`config.mk`:
```
export PLATFORM = sky130hd
export DESIGN_NAME = slip_frame_receiver_top
export DESIGN_NICKNAME = d
export VERILOG_FILES = /design/src/rtl/sfr_pkg.sv /design/src/rtl/slip_frame_receiver_top.sv /design/src/rtl/sfr_decode.sv
export SDC_FILE = /design/constraint.sdc
export NUM_CORES = 1
export LEC_CHECK = 0
export BUFFER_PORTS_ARGS = -buffer_cell sky130_fd_sc_hd__buf_2
export CORE_AREA = 2 2 252 229
export CTS_CLUSTER_SIZE = 40
export DETAILED_ROUTE_END_ITERATION = 7
export DIE_AREA = 0 0 254 231
export MAX_ROUTING_LAYER = met4
export PLACE_DENSITY = 0.43
export SLEW_MARGIN = 40
export SYNTH_ARGS = -nofsm -noshare
export SYNTH_HDL_FRONTEND = slang
export SYNTH_SLANG_ARGS = --single-unit
```
`constraint.sdc`:
```
create_clock -name i_clk -period 8.1 [get_ports i_clk]
set_clock_uncertainty 0.15 [all_clocks]
set_input_delay 1.62 -clock i_clk [delete_from_list [all_inputs] [get_ports i_clk]]
set_output_delay 1.62 -clock i_clk [all_outputs]
set_load 0.01 [all_outputs]
```
`src/rtl/sfr_pkg.sv`:
```
package sfr_pkg;

    localparam int unsigned LENGTH_WIDTH_DEF = 16;
    localparam int unsigned CFG_WIDTH        = 16;
    localparam int unsigned OUT_LEN_WIDTH    = 16;
    localparam int unsigned FIFO_DEPTH       = 8;
    localparam int unsigned FIFO_PTR_WIDTH   = $clog2(FIFO_DEPTH);
    localparam int unsigned FIFO_CNT_WIDTH   = $clog2(FIFO_DEPTH + 1);

    localparam logic [CFG_WIDTH-1:0] MIN_FRAME_RESET = 16'd20;
    localparam logic [CFG_WIDTH-1:0] MAX_FRAME_RESET = 16'd1499;

    localparam logic [7:0] SLIP_END     = 8'hC0;
    localparam logic [7:0] SLIP_ESC     = 8'hDB;
    localparam logic [7:0] SLIP_ESC_END = 8'hDC;
    localparam logic [7:0] SLIP_ESC_ESC = 8'hDD;

    localparam logic REG_MIN_FRAME = 1'b0;
    localparam logic REG_MAX_FRAME = 1'b1;

    typedef enum logic [2:0] {
        EV_DATA     = 3'd0,
        EV_ACCEPT   = 3'd1,
        EV_SHORT    = 3'd2,
        EV_BADESC   = 3'd3,
        EV_OVERSIZE = 3'd4
    } t_event;

    typedef struct packed {
        t_event                   ev;
        logic [7:0]               data;
        logic [OUT_LEN_WIDTH-1:0] len;
        logic                     last;
    } t_result;

    typedef struct packed {
        logic [1:0] num;
        t_result    res0;
        t_result    res1;
    } t_dec_out;

endpackage

```
`src/rtl/slip_frame_receiver_top.sv`:
```
// channel   | handshake                  | payload
// rx        | i_rx_valid / o_rx_ready    | i_rx_byte
// result    | o_res_valid / i_res_ready  | o_event_res, o_data_byte, o_frame_length, o_last
// config    | psel, penable, pwrite      | paddr, pwdata, prdata
//
// one rx byte per cycle while o_rx_ready is high; it is decoded the cycle after its transfer
// and its zero to two results are queued in an eight-entry result fifo
// first result shows on the port once the byte has passed the input register and been written to the fifo
// rx stalls while the fifo lacks room for two results each for the byte in decode and a new one
// synchronous active-low reset clears the frame state, fifo and registers
module slip_frame_receiver_top
    import sfr_pkg::*;
#(
    parameter int unsigned LENGTH_WIDTH = LENGTH_WIDTH_DEF
) (
    input  logic                     i_clk,
    input  logic                     i_rst_n,
    input  logic                     i_rx_valid,
    output logic                     o_rx_ready,
    input  logic [7:0]               i_rx_byte,
    output logic                     o_res_valid,
    input  logic                     i_res_ready,
    output logic [2:0]               o_event_res,
    output logic [7:0]               o_data_byte,
    output logic [OUT_LEN_WIDTH-1:0] o_frame_length,
    output logic                     o_last,
    input  logic                     psel,
    input  logic                     penable,
    input  logic                     pwrite,
    input  logic [2:0]               paddr,
    input  logic [31:0]              pwdata,
    output logic [31:0]              prdata,
    output logic                     pready
);

    logic [CFG_WIDTH-1:0] r_min;
    logic [CFG_WIDTH-1:0] r_max;
    logic                 reg_sel;

    logic       r_in_vld;
    logic [7:0] r_in_byte;
    t_dec_out   dec;

    t_result                   r_fifo [FIFO_DEPTH];
    logic [FIFO_PTR_WIDTH-1:0] r_wr_ptr;
    logic [FIFO_PTR_WIDTH-1:0] r_rd_ptr;
    logic [FIFO_CNT_WIDTH-1:0] r_count;
    logic [FIFO_CNT_WIDTH-1:0] occ;
    logic                      pop;
    t_result                   head;

    assign reg_sel = paddr[2];
    assign pready  = 1'b1;
    assign prdata  = (reg_sel == REG_MAX_FRAME) ? {16'd0, r_max} : {16'd0, r_min};

    always_ff @(posedge i_clk) begin
        if (!i_rst_n) begin
            r_min <= MIN_FRAME_RESET;
            r_max <= MAX_FRAME_RESET;
        end else if (psel && penable && pwrite) begin
            if (reg_sel == REG_MIN_FRAME) begin
                r_min <= pwdata[CFG_WIDTH-1:0];
            end else begin
                r_max <= pwdata[CFG_WIDTH-1:0];
            end
        end
    end

    // room for the pending byte and a new one, two results each
    assign occ        = r_count + (r_in_vld ? FIFO_CNT_WIDTH'(2) : FIFO_CNT_WIDTH'(0));
    assign o_rx_ready = occ <= FIFO_CNT_WIDTH'(FIFO_DEPTH - 2);

    always_ff @(posedge i_clk) begin
        if (!i_rst_n) begin
            r_in_vld <= 1'b0;
        end else begin
            r_in_vld <= i_rx_valid && o_rx_ready;
        end
    end

    always_ff @(posedge i_clk) begin
        if (i_rx_valid && o_rx_ready) begin
            r_in_byte <= i_rx_byte;
        end
    end

    sfr_decode #(
        .LENGTH_WIDTH(LENGTH_WIDTH)
    ) u_decode (
        .i_clk  (i_clk),
        .i_rst_n(i_rst_n),
        .i_vld  (r_in_vld),
        .i_byte (r_in_byte),
        .i_min  (r_min),
        .i_max  (r_max),
        .o_dec  (dec)
    );

    assign head           = r_fifo[r_rd_ptr];
    assign o_res_valid    = r_count != '0;
    assign pop            = o_res_valid && i_res_ready;
    assign o_event_res    = head.ev;
    assign o_data_byte    = head.data;
    assign o_frame_length = head.len;
    assign o_last         = head.last;

    always_ff @(posedge i_clk) begin
        if (dec.num != 2'd0) begin
            r_fifo[r_wr_ptr] <= dec.res0;
        end
        if (dec.num == 2'd2) begin
            r_fifo[r_wr_ptr + 1'b1] <= dec.res1;
        end
    end

    always_ff @(posedge i_clk) begin
        if (!i_rst_n) begin
            r_wr_ptr <= '0;
            r_rd_ptr <= '0;
            r_count  <= '0;
        end else begin
            r_wr_ptr <= r_wr_ptr + FIFO_PTR_WIDTH'(dec.num);
            if (pop) begin
                r_rd_ptr <= r_rd_ptr + 1'b1;
            end
            r_count <= r_count + FIFO_CNT_WIDTH'(dec.num) - FIFO_CNT_WIDTH'(pop);
        end
    end

endmodule

```
`src/rtl/sfr_decode.sv`:
```
module sfr_decode
    import sfr_pkg::*;
#(
    parameter int unsigned LENGTH_WIDTH = LENGTH_WIDTH_DEF
) (
    input  logic                 i_clk,
    input  logic                 i_rst_n,
    input  logic                 i_vld,
    input  logic [7:0]           i_byte,
    input  logic [CFG_WIDTH-1:0] i_min,
    input  logic [CFG_WIDTH-1:0] i_max,
    output t_dec_out             o_dec
);

    localparam int unsigned CMP_WIDTH = (LENGTH_WIDTH > CFG_WIDTH) ? LENGTH_WIDTH : CFG_WIDTH;
    localparam logic [LENGTH_WIDTH-1:0] CNT_MAX = '1;

    logic                    r_esc;
    logic [LENGTH_WIDTH-1:0] r_cnt;
    logic                    n_esc;
    logic [LENGTH_WIDTH-1:0] n_cnt;

    logic                    over;
    logic [LENGTH_WIDTH-1:0] cnt0;
    logic [LENGTH_WIDTH-1:0] bumped;
    logic                    has;
    t_result                 over_res;
    t_result                 byte_res;

    always_comb begin
        over   = CMP_WIDTH'(r_cnt) >= CMP_WIDTH'(i_max);
        cnt0   = over ? '0 : r_cnt;
        bumped = (cnt0 == CNT_MAX) ? cnt0 : cnt0 + 1'b1;

        over_res = '{ev: EV_OVERSIZE, data: 8'd0, len: OUT_LEN_WIDTH'(r_cnt), last: 1'b0};
        byte_res = '{ev: EV_DATA, data: 8'd0, len: '0, last: 1'b1};
        has      = 1'b1;
        n_esc    = r_esc;
        n_cnt    = cnt0;

        if (r_esc) begin
            n_esc = 1'b0;
            if (i_byte == SLIP_ESC_END || i_byte == SLIP_ESC_ESC) begin
                n_cnt         = bumped;
                byte_res.data = (i_byte == SLIP_ESC_END) ? SLIP_END : SLIP_ESC;
                byte_res.len  = OUT_LEN_WIDTH'(bumped);
            end else begin
                n_cnt        = '0;
                byte_res.ev  = EV_BADESC;
                byte_res.len = OUT_LEN_WIDTH'(cnt0);
            end
        end else if (i_byte == SLIP_ESC) begin
            n_esc = 1'b1;
            has   = 1'b0;
        end else if (i_byte == SLIP_END) begin
            n_cnt        = '0;
            byte_res.ev  = (CMP_WIDTH'(cnt0) < CMP_WIDTH'(i_min)) ? EV_SHORT : EV_ACCEPT;
            byte_res.len = OUT_LEN_WIDTH'(cnt0);
        end else begin
            n_cnt         = bumped;
            byte_res.data = i_byte;
            byte_res.len  = OUT_LEN_WIDTH'(bumped);
        end

        // oversize drop goes first, the byte's own result after it
        if (over) begin
            over_res.last = !has;
            o_dec.num     = has ? 2'd2 : 2'd1;
            o_dec.res0    = over_res;
            o_dec.res1    = byte_res;
        end else begin
            o_dec.num  = has ? 2'd1 : 2'd0;
            o_dec.res0 = byte_res;
            o_dec.res1 = over_res;
        end

        if (!i_vld) begin
            o_dec.num = 2'd0;
        end
    end

    always_ff @(posedge i_clk) begin
        if (!i_rst_n) begin
            r_esc <= 1'b0;
            r_cnt <= '0;
        end else if (i_vld) begin
            r_esc <= n_esc;
            r_cnt <= n_cnt;
        end
    end

endmodule

```
Word level (Yosys, flattened, before mapping)
Memory sizes are Yosys's and may differ from the RTL's. A register that Yosys moved wholly into a read port is not among the register bits.
Cells that the tools add are included.
Word-level totals
  logic and storage cells: 69
  latch bits: 0
  memories: 1
  bits of input ports: 50
  memory bits (read-only): 0
  flip-flop bits (word level): 68
  RAM bits: 224
  output and inout bits: 63
Memory list
  r_fifo: words 8, bits a word 28, read ports 1, clocked after memory_dff 1, wr ports 2, line slip_frame_receiver_top.sv:44  | t_result r_fifo [FIFO_DEPTH];
Cells by class
  muxes and demuxes: 32
  shifts and indexed selects: 0
  reductions and logical operators: 10
  multipliers: 0
  order comparisons: 3
  add/sub/neg operators: 7
  divide/modulo/power cells: 0
  equal/unequal tests: 6
  bitwise logic cells: 1
Operators with widths (number)
  two-way mux 16 bit: 9
  two-way mux 58 bit: 1
  two-way mux 27 bit: 2
  == test 8 bit (second input constant): 4
  adder 16 x 1 -> 16 bit (second input constant): 1
  == test 16 bit (second input constant): 1
  greater-or-equal comparator 16 bit: 1
  < comparator 16 bit: 1
  two-way mux 8 bit: 2
  two-way mux 2 bit: 5
  two-way mux 1 bit: 9
  two-way mux 3 bit: 3
  adder 4 x 2 -> 4 bit: 2
  adder 3 x 1 -> 3 bit (second input constant): 2
  two-way mux 5 bit: 1
  <= comparator 4 x 3 -> 1 bit (second input constant): 1
  logical AND 1 bit: 4
  AND reduction 2 bit: 2
  nonzero test 4 bit: 1
  subtractor 4 x 1 -> 4 bit: 1
  adder 3 x 2 -> 3 bit: 1
  == test 2 bit (second input constant): 1
  nonzero test 2 bit: 1
  logical NOT 1 bit: 1
  other kinds (2): 2

Longest topological paths before layout
Gate-level depths: netlist of the first run.
  depth after elaboration: 12
  depth in mapped cells: 19
  mapped depth without buffers: 16

Modules after synthesis
From an unflattened synthesis of the first run, not the netlist that was laid out.
Unflattened totals
  cell total of the unflattened synthesis: 1274
  area total of the unflattened synthesis: 16560.9 um2
By module, submodules not included
  slip_frame_receiver_top: area an instance 13701.9 um2, seq. area each 7887.6 um2, cells an instance 845, instances 1
  sfr_decode: area an instance 2859.0 um2, seq. area each 340.3 um2, cells an instance 429, instances 1

Worst setup path after synthesis of the first run
Ideal clock, no wire load.
  path type: flip-flop to flip-flop
  start: register u_decode.r_cnt[0]
  end: memory r_fifo[2][0] in the netlist's numbering (enable)
  library setup time: 456 ps
  arrival: 5075 ps
  required time: 7494 ps
  slack: 2419 ps
  stages on the path, launching flop included: 14
  path buffers: 3
  clock period less this slack: 5681 ps
  path through: dfxtp_1 -> clkbuf_1 -> inv_1 -> ha_1 -> nand2b_1 -> a2111oi_0 -> nor4_2 -> nor3_4 -> inv_2 -> clkbuf_1 -> clkbuf_1 -> ha_1 -> o211ai_1 -> o31ai_1
RTL lines
  from (decl): line sfr_decode.sv:19  | logic [LENGTH_WIDTH-1:0] r_cnt;
  from (signal assigned): line sfr_decode.sv:88  | r_cnt <= n_cnt;
  to (decl): line slip_frame_receiver_top.sv:44

==> results.md, run 1 <==
- Worst Setup End Kind: register
- Run status: finished clean
- Htree depth: 2
- Critical path data required time: 8.36 ns
- Die Ht: 231 µm
- Syn_area_per_cell: 10.5 µm²
- Ys flop type: edfxtp_1
- Max VDD drop: 0.000113 V
- Fin util: 33.7%
- Core ar.: 56300 µm²
- Clk buf depth: 3
- Pre-CTS setup slack: 1.94 ns
- I/O Pins: 113
- Synth top area share: 41.9%
- Cell depth of the worst hold path: 2
- Total Routed Length: 54900 µm
- DR vias/cell: 5.40
- R2r setup slk: 1.82 ns
- Gp weighted congestion: 0.869
- Unique masters post-synth: 67
- Synthesized instance count: 1588
- CP Launch Type: register
- Cell taking the most area after synthesis: edfxtp_1
- Iter 0 DRT Violations: 1192
- Initial antenna violation count: 1
- Wirelength per Cell: 22.9 µm
- Drt pass-1 iters: 6
- Vias after detailed routing: 12900
- Crit Path Category: reg2reg
- Post-route cell area: 19000 µm²
- RR Endpoint: r_fifo[5][8]$_DFFE_PP_
- Area contributors post-synth: edfxtp_1, dfxtp_1, mux4_2
- Starting Density: 29.5%
- Min Tclk post-route: 6.28 ns
- Hold-fix buffers, CTS: 0
- PortBufs: 77
- Post-CTS setup buffer count: 0
- Tcrit/Tclk final: 77.5%
- Latest clock arrival within the worst-skew pair: 0.54 ns
- First-pass GRT wire length: 82200 µm
- EDFF count, synth: 232
- List of most frequent post-synthesis cells: edfxtp_1, nand2_1, nand3_1
- Clock slew at reported path FFs: 0.06 ns
- Static Leakage: 6.43 nW
- Vias in the first global route: 12500
- Antenna Violating Nets Remaining: 0
- Root buf cell: clkbuf_16
- Fraction of layout cells with a size suffix above 1: 19.9%
- # diodes: 0
- Sink Count: 295
- Top-count cell post-synth: edfxtp_1
- DPL Wire Length: 35600 µm
- Critical path arrival: 6.54 ns
- Largest net degree at the start of global routing: 90
- Slew Viols, Final: 0
- #FFs+latches synth: 295
- Yosys warnings: 0
- GRT Util Overall: 19.3%
- Mapped Area: 16600 µm²
- Hold Path Origin: r_min[12]$_SDFFE_PN0P_
- Worst Path Max Fanout: 67
- FF-to-FF Start: u_decode.r_cnt[15]$_SDFFE_PN0P_
- Resize count post-CTS: 0
- Setup TNS: 0 ns
- Worst reg2reg path depth: 17
- # Max-Cap Violations: 0
- Total Nets Final: 1702
- Die X-Extent: 254 µm
- Slew margin rel.: 41.3%
- Total gr overflow: 0
- DIE AREA: 58700 µm²
- Rows: 83
- Total CTS buffers: 36
- TritonCTS clock tree: built
- # DRC: 0
- Worst-margin pin slew: 0.880 ns
- Power density cells: 216 nW/µm²
- Hold Path Sink: r_min[12]$_SDFFE_PN0P_
- Async set-reset flop share out of synthesis: 0%
- Placed inst area: 17800 µm²
- RSZ-0062 raised after global routing: false
- P&R area growth vs syn: 14.2%
- Fmax achieved: 159 MHz
- Endpoints failing setup: 0
- Setup WS post-layout: 1.82 ns
- Hold Crit Class: reg2reg
- Final Hold Fails: 0
- Register area share after synthesis: 49.5%
==> state kept, by name (all words and copies together), names as in the netlist, named ones only <==
| name | flops |
|---|---|
| r_min | 16 |
| r_wr_ptr | 3 |
| r_in_byte | 8 |
| u_decode.r_cnt | 16 |
| u_decode.r_esc | 1 |
| r_rd_ptr | 3 |
| r_in_vld | 1 |
| r_count | 4 |
| r_max | 16 |
| r_fifo | 224 |
==> logic make-up after synthesis <==
logic type | Yosys count | share of synthesized area (%)
compound gates | 360 | 14.1
fa+ha+maj | 45 | 3.48
simple gates | 543 | 15.5
buf+inv | 225 | 5.55
other cells | 2 | 0.0452
mux | 102 | 10.7
flops | 295 | 49.5
xor+xnor | 16 | 1.11
==> where the power goes <==
part | leakage, nW | internal, mW | switching [mW]
Combinational | 3.33 | 0.373 | 0.436
Clock | 0.541 | 0.893 | 0.639
Sequential | 2.55 | 1.70 | 0.0516
==> metrics by stage <==
stage	power, mW	hold slack, ns	std cells
2_1_floorplan	2.33	0.286	1603
5_1_grt	4.28	0.318	2396
3_5_place_dp	2.60	0.297	2332
4_1_cts	4.15	0.305	2394
6_report	4.09	0.302	2396
3_3_place_gp	2.59	0.294	2329
==> per-layer routing <==
metal | global-route usage [%] | vias up | part of all wire, %
li1 | - | 5974 | -
met1 | 27.3 | 6429 | 47
met2 | 29.2 | 442 | 45
met3 | 2.48 | 83 | 5.5
met4 | 4.87 | 0 | 2.5
met5 | - | - | 0
==> worst max-delay path, cell delays in order (launching register included) <==
cell	delay [ns]
dfxtp_1	0.86
ha_1	0.38
and4_1	0.22
and3_1	0.19
or3_1	0.44
nor3_4	0.23
buf_4	0.53
buf_4	0.67
nand2_1	0.12
inv_1	0.08
ha_1	0.31
nand3_1	0.16
nor4_1	0.29
buf_4	0.20
or3_1	0.17
nand2_1	0.08
a311oi_2	0.74
a22o_1	0.26
==> worst max-delay path by stage <==
stage | endpoint | slack (ns) | cells past startpoint | start
5_1_grt | r_fifo[6][2]$_DFFE_PP_ | 1.56 | 16 | u_decode.r_cnt[15]$_SDFFE_PN0P_
2_1_floorplan | r_fifo[2][0]$_DFFE_PP_ | 2.42 | 13 | u_decode.r_cnt[0]$_SDFFE_PN0P_
4_1_cts | r_fifo[5][8]$_DFFE_PP_ | 1.91 | 17 | u_decode.r_cnt[6]$_SDFFE_PN0P_
3_3_place_gp | r_fifo[7][8]$_DFFE_PP_ | 2.06 | 17 | u_decode.r_cnt[5]$_SDFFE_PN0P_
3_5_place_dp | r_fifo[6][8]$_DFFE_PP_ | 1.94 | 17 | u_decode.r_cnt[6]$_SDFFE_PN0P_
6_report | r_fifo[5][8]$_DFFE_PP_ | 1.82 | 17 | u_decode.r_cnt[15]$_SDFFE_PN0P_
==> layout make-up <==
class	instances	area (µm²)
Inverter	66	249
Clock buffer	46	991
Timing Repair Buffer	125	758
Sequential cell	295	8240
Fill cell	5726	37300
Tap cell	765	957
Clock inverter	16	104
Multi-Input combinational cell	1083	7690
==> layout by cell type, fill, tap and decap left out, types with 7 or more instances in the layout <==
master     instances
nor3b_1           11
and3_1            15
clkbuf_16         38
o21ai_0           45
nand3_1          137
buf_4             42
clkbuf_1           7
a32o_1             8
o221a_2            8
o221ai_1           7
nor2_1           123
a211oi_1           9
and2_1            20
nor3_1            31
a21oi_1          126
nand2b_1           8
or3_1              9
nand2_1          142
nand4_1           15
mux4_2            56
o211ai_1          60
conb_1            17
dfxtp_1           58
a31oi_1           25
a22o_1            24
ha_1              43
inv_1             58
clkinv_1           8
a22oi_1            9
clkinv_2           7
edfxtp_1         232
buf_2             79
mux2_2            45
(Power assumes the default switching activity.)
==> run 2: changes to the inputs <==
- clock period: 8.1 -> 6.4 ns (I/O delays scaled with it)
==> run 2 against run 1 <==
  * Combinational power rose by 20%
  * Die area unchanged
  * Fmax grew 15%
  * Power grew 27%
  * Sequential power up 29%
  * Highest routed layer unchanged
==> results.md, run 2 (synthesized netlist as in run 1, its figures left out) <==
- GRT Util Overall: 19.1%
- Htree depth: 2
- TritonCTS clock tree: built
- Min Tclk post-route: 5.48 ns
- Total Nets Final: 1719
- Hold Path Origin: r_min[9]$_SDFFE_PN0P_
- Final Hold Fails: 0
- Initial antenna violation count: 1
- Root buf cell: clkbuf_16
- Wirelength per Cell: 22.7 µm
- First-pass GRT wire length: 81400 µm
- CP cell instances: ha_1 -> and4_1 -> nand4_1 -> nor4_2 -> nor3_4 -> clkinv_2 -> ha_1 -> nand2_1 -> nor3b_1 -> and3_1 -> xnor2_1 -> inv_1 -> a22o_1
- Power density cells: 272 nW/µm²
- Slew margin rel.: 41.4%
- DIE AREA: 58700 µm²
- Sink Count: 295
- Die Ht: 231 µm
- Critical path arrival: 5.63 ns
- # diodes: 0
- Most frequent CP cell: ha_1
- Critical path data required time: 6.55 ns
- Starting Density: 29.5%
- Fraction of layout cells with a size suffix above 1: 20.4%
- PortBufs: 77
- Run status: finished clean
- FF-to-FF Start: u_decode.r_cnt[15]$_SDFFE_PN0P_
- CP max stage cell: dfxtp_1
- Iter 0 DRT Violations: 1173
- Fmax achieved: 183 MHz
- DR vias/cell: 5.36
- Endpoints failing setup: 0
- Resize count post-CTS: 0
- Gp weighted congestion: 0.838
- Largest net degree at the start of global routing: 72
- Setup TNS: 0 ns
- NetSw: 1.44 mW
- Latest clock arrival within the worst-skew pair: 0.55 ns
- Drt pass-1 iters: 5
- Core ar.: 56300 µm²
- Antenna Violating Nets Remaining: 0
- Largest reg by FF count: r_fifo
- Cell depth of the worst hold path: 2
- Vias in the first global route: 12500
- Clock slew at reported path FFs: 0.06 ns
- P&R area growth vs syn: 14.9%
- Most frequent cells in the layout: edfxtp_1, nand2_1, nand3_1
- Hold Crit Class: reg2reg
- R2r setup slk: 0.92 ns
- Total CTS buffers: 36
- Crit Path Category: reg2reg
- Hold slack final: 0.303 ns
- Tcrit/Tclk final: 85.6%
- RSZ-0062 raised after global routing: false
- Total gr overflow: 0
- Gate power share: 18.8%
- Sw Ratio: 27.7%
- Most common cell after layout, fill and taps aside: edfxtp_1
- Hold Path Sink: r_min[9]$_SDFFE_PN0P_
- Die X-Extent: 254 µm
- Worst reg2reg path depth: 13
- Clock share of power: 37.9%
- Worst Path Max Fanout: 18
- Internal power: 3.75 mW
- Worst Setup End Kind: register
- Rows: 83
- Static Leakage: 6.51 nW
- Sequential cell fraction of total power: 43.4%
- Vias after detailed routing: 12900
- Total Routed Length: 54800 µm
- Max stage delay on crit path: 0.85 ns
- Max VDD drop: 0.000173 V
- Slew Viols, Final: 0
- Largest register FFs: 224
- DPL Wire Length: 36900 µm
- RR Endpoint: r_fifo[2][8]$_DFFE_PP_
- # DRC: 0
- CP Launch Type: register
- Worst-margin pin slew: 0.879 ns
- Hold-fix buffers, CTS: 0
- I/O Pins: 113
- # Max-Cap Violations: 0
- Clk buf depth: 3
- Post-CTS setup buffer count: 0
run 2: cell count changes in the layout (fill, tap and decap cells not counted), sizes merged:
cell / before / now
clkinv: 15 / 14
buf: 124 / 142
clkinvlp: 0 / 1
bufinv: 1 / 2
run 2: worst max-delay path by stage:
stage | startpoint | slack (ns) | cells after the start | end
after floorplan | u_decode.r_cnt[0]$_SDFFE_PN0P_ | 0.72 | 13 | r_fifo[2][0]$_DFFE_PP_
after global routing | u_decode.r_cnt[15]$_SDFFE_PN0P_ | 0.67 | 13 | r_fifo[2][8]$_DFFE_PP_
after global placement | u_decode.r_cnt[15]$_SDFFE_PN0P_ | 1.13 | 13 | r_fifo[2][11]$_DFFE_PP_
after CTS | u_decode.r_cnt[15]$_SDFFE_PN0P_ | 1.02 | 13 | r_fifo[2][8]$_DFFE_PP_
after detailed placement | u_decode.r_cnt[15]$_SDFFE_PN0P_ | 1.04 | 13 | r_fifo[2][8]$_DFFE_PP_
final | u_decode.r_cnt[15]$_SDFFE_PN0P_ | 0.92 | 13 | r_fifo[2][8]$_DFFE_PP_
run 2: metal layers:
layer  track usage [%]  vias up  share of wire (%)
met5                 -        -                  0
met4              4.06        0                1.9
met3              3.39       65                5.7
met2              28.5      404                 45
met1              27.2     6460                 48
li1                  -     6006                  -
run 2: power groups by stage:
| stage | Clock, mW | Sequential [mW] | Combinational [mW] |
|---|---|---|---|
| after detailed placement | 0 | 2.29 | 0.990 |
| after floorplan | 0 | 2.21 | 0.734 |
| final | 1.97 | 2.25 | 0.974 |
| after CTS | 2.02 | 2.25 | 0.996 |
| after global placement | 0 | 2.29 | 0.983 |
| after global routing | 2.08 | 2.26 | 1.09 |
run 2: cell type report:
| type | count | area [µm²] |
|---|---|---|
| clock buffers | 47 | 952 |
| flip-flops and latches | 295 | 8240 |
| well taps | 765 | 957 |
| fillers | 5764 | 37200 |
| repair buffers | 142 | 888 |
| inverters | 66 | 249 |
| multi-input cells | 1083 | 7660 |
| clock inverters | 17 | 159 |
run 2: worst max-delay path: cells and delay by family (launching register included):
kind	cells	cell delay [ns]
adder cells (fa/ha/maj)	2	0.70
AND/OR/NAND/NOR	7	2.20
AO/OA/AOI/OAI	1	0.30
buffers and inverters	2	0.64
flip-flops	1	0.85
XOR/XNOR	1	0.38
run 2: metrics by stage:
step           area [µm²]  cells  power, mW  util, %  setup WS [ns]
4_1_cts             19100   2413       5.27     33.9           1.02
2_1_floorplan       16700   1603       2.95        -          0.719
3_3_place_gp        17900   2342       3.27     31.8           1.13
5_1_grt             19100   2415       5.43     33.9          0.667
6_report            19100   2415       5.19     33.9          0.924
3_5_place_dp        18000   2349       3.28     31.9           1.04
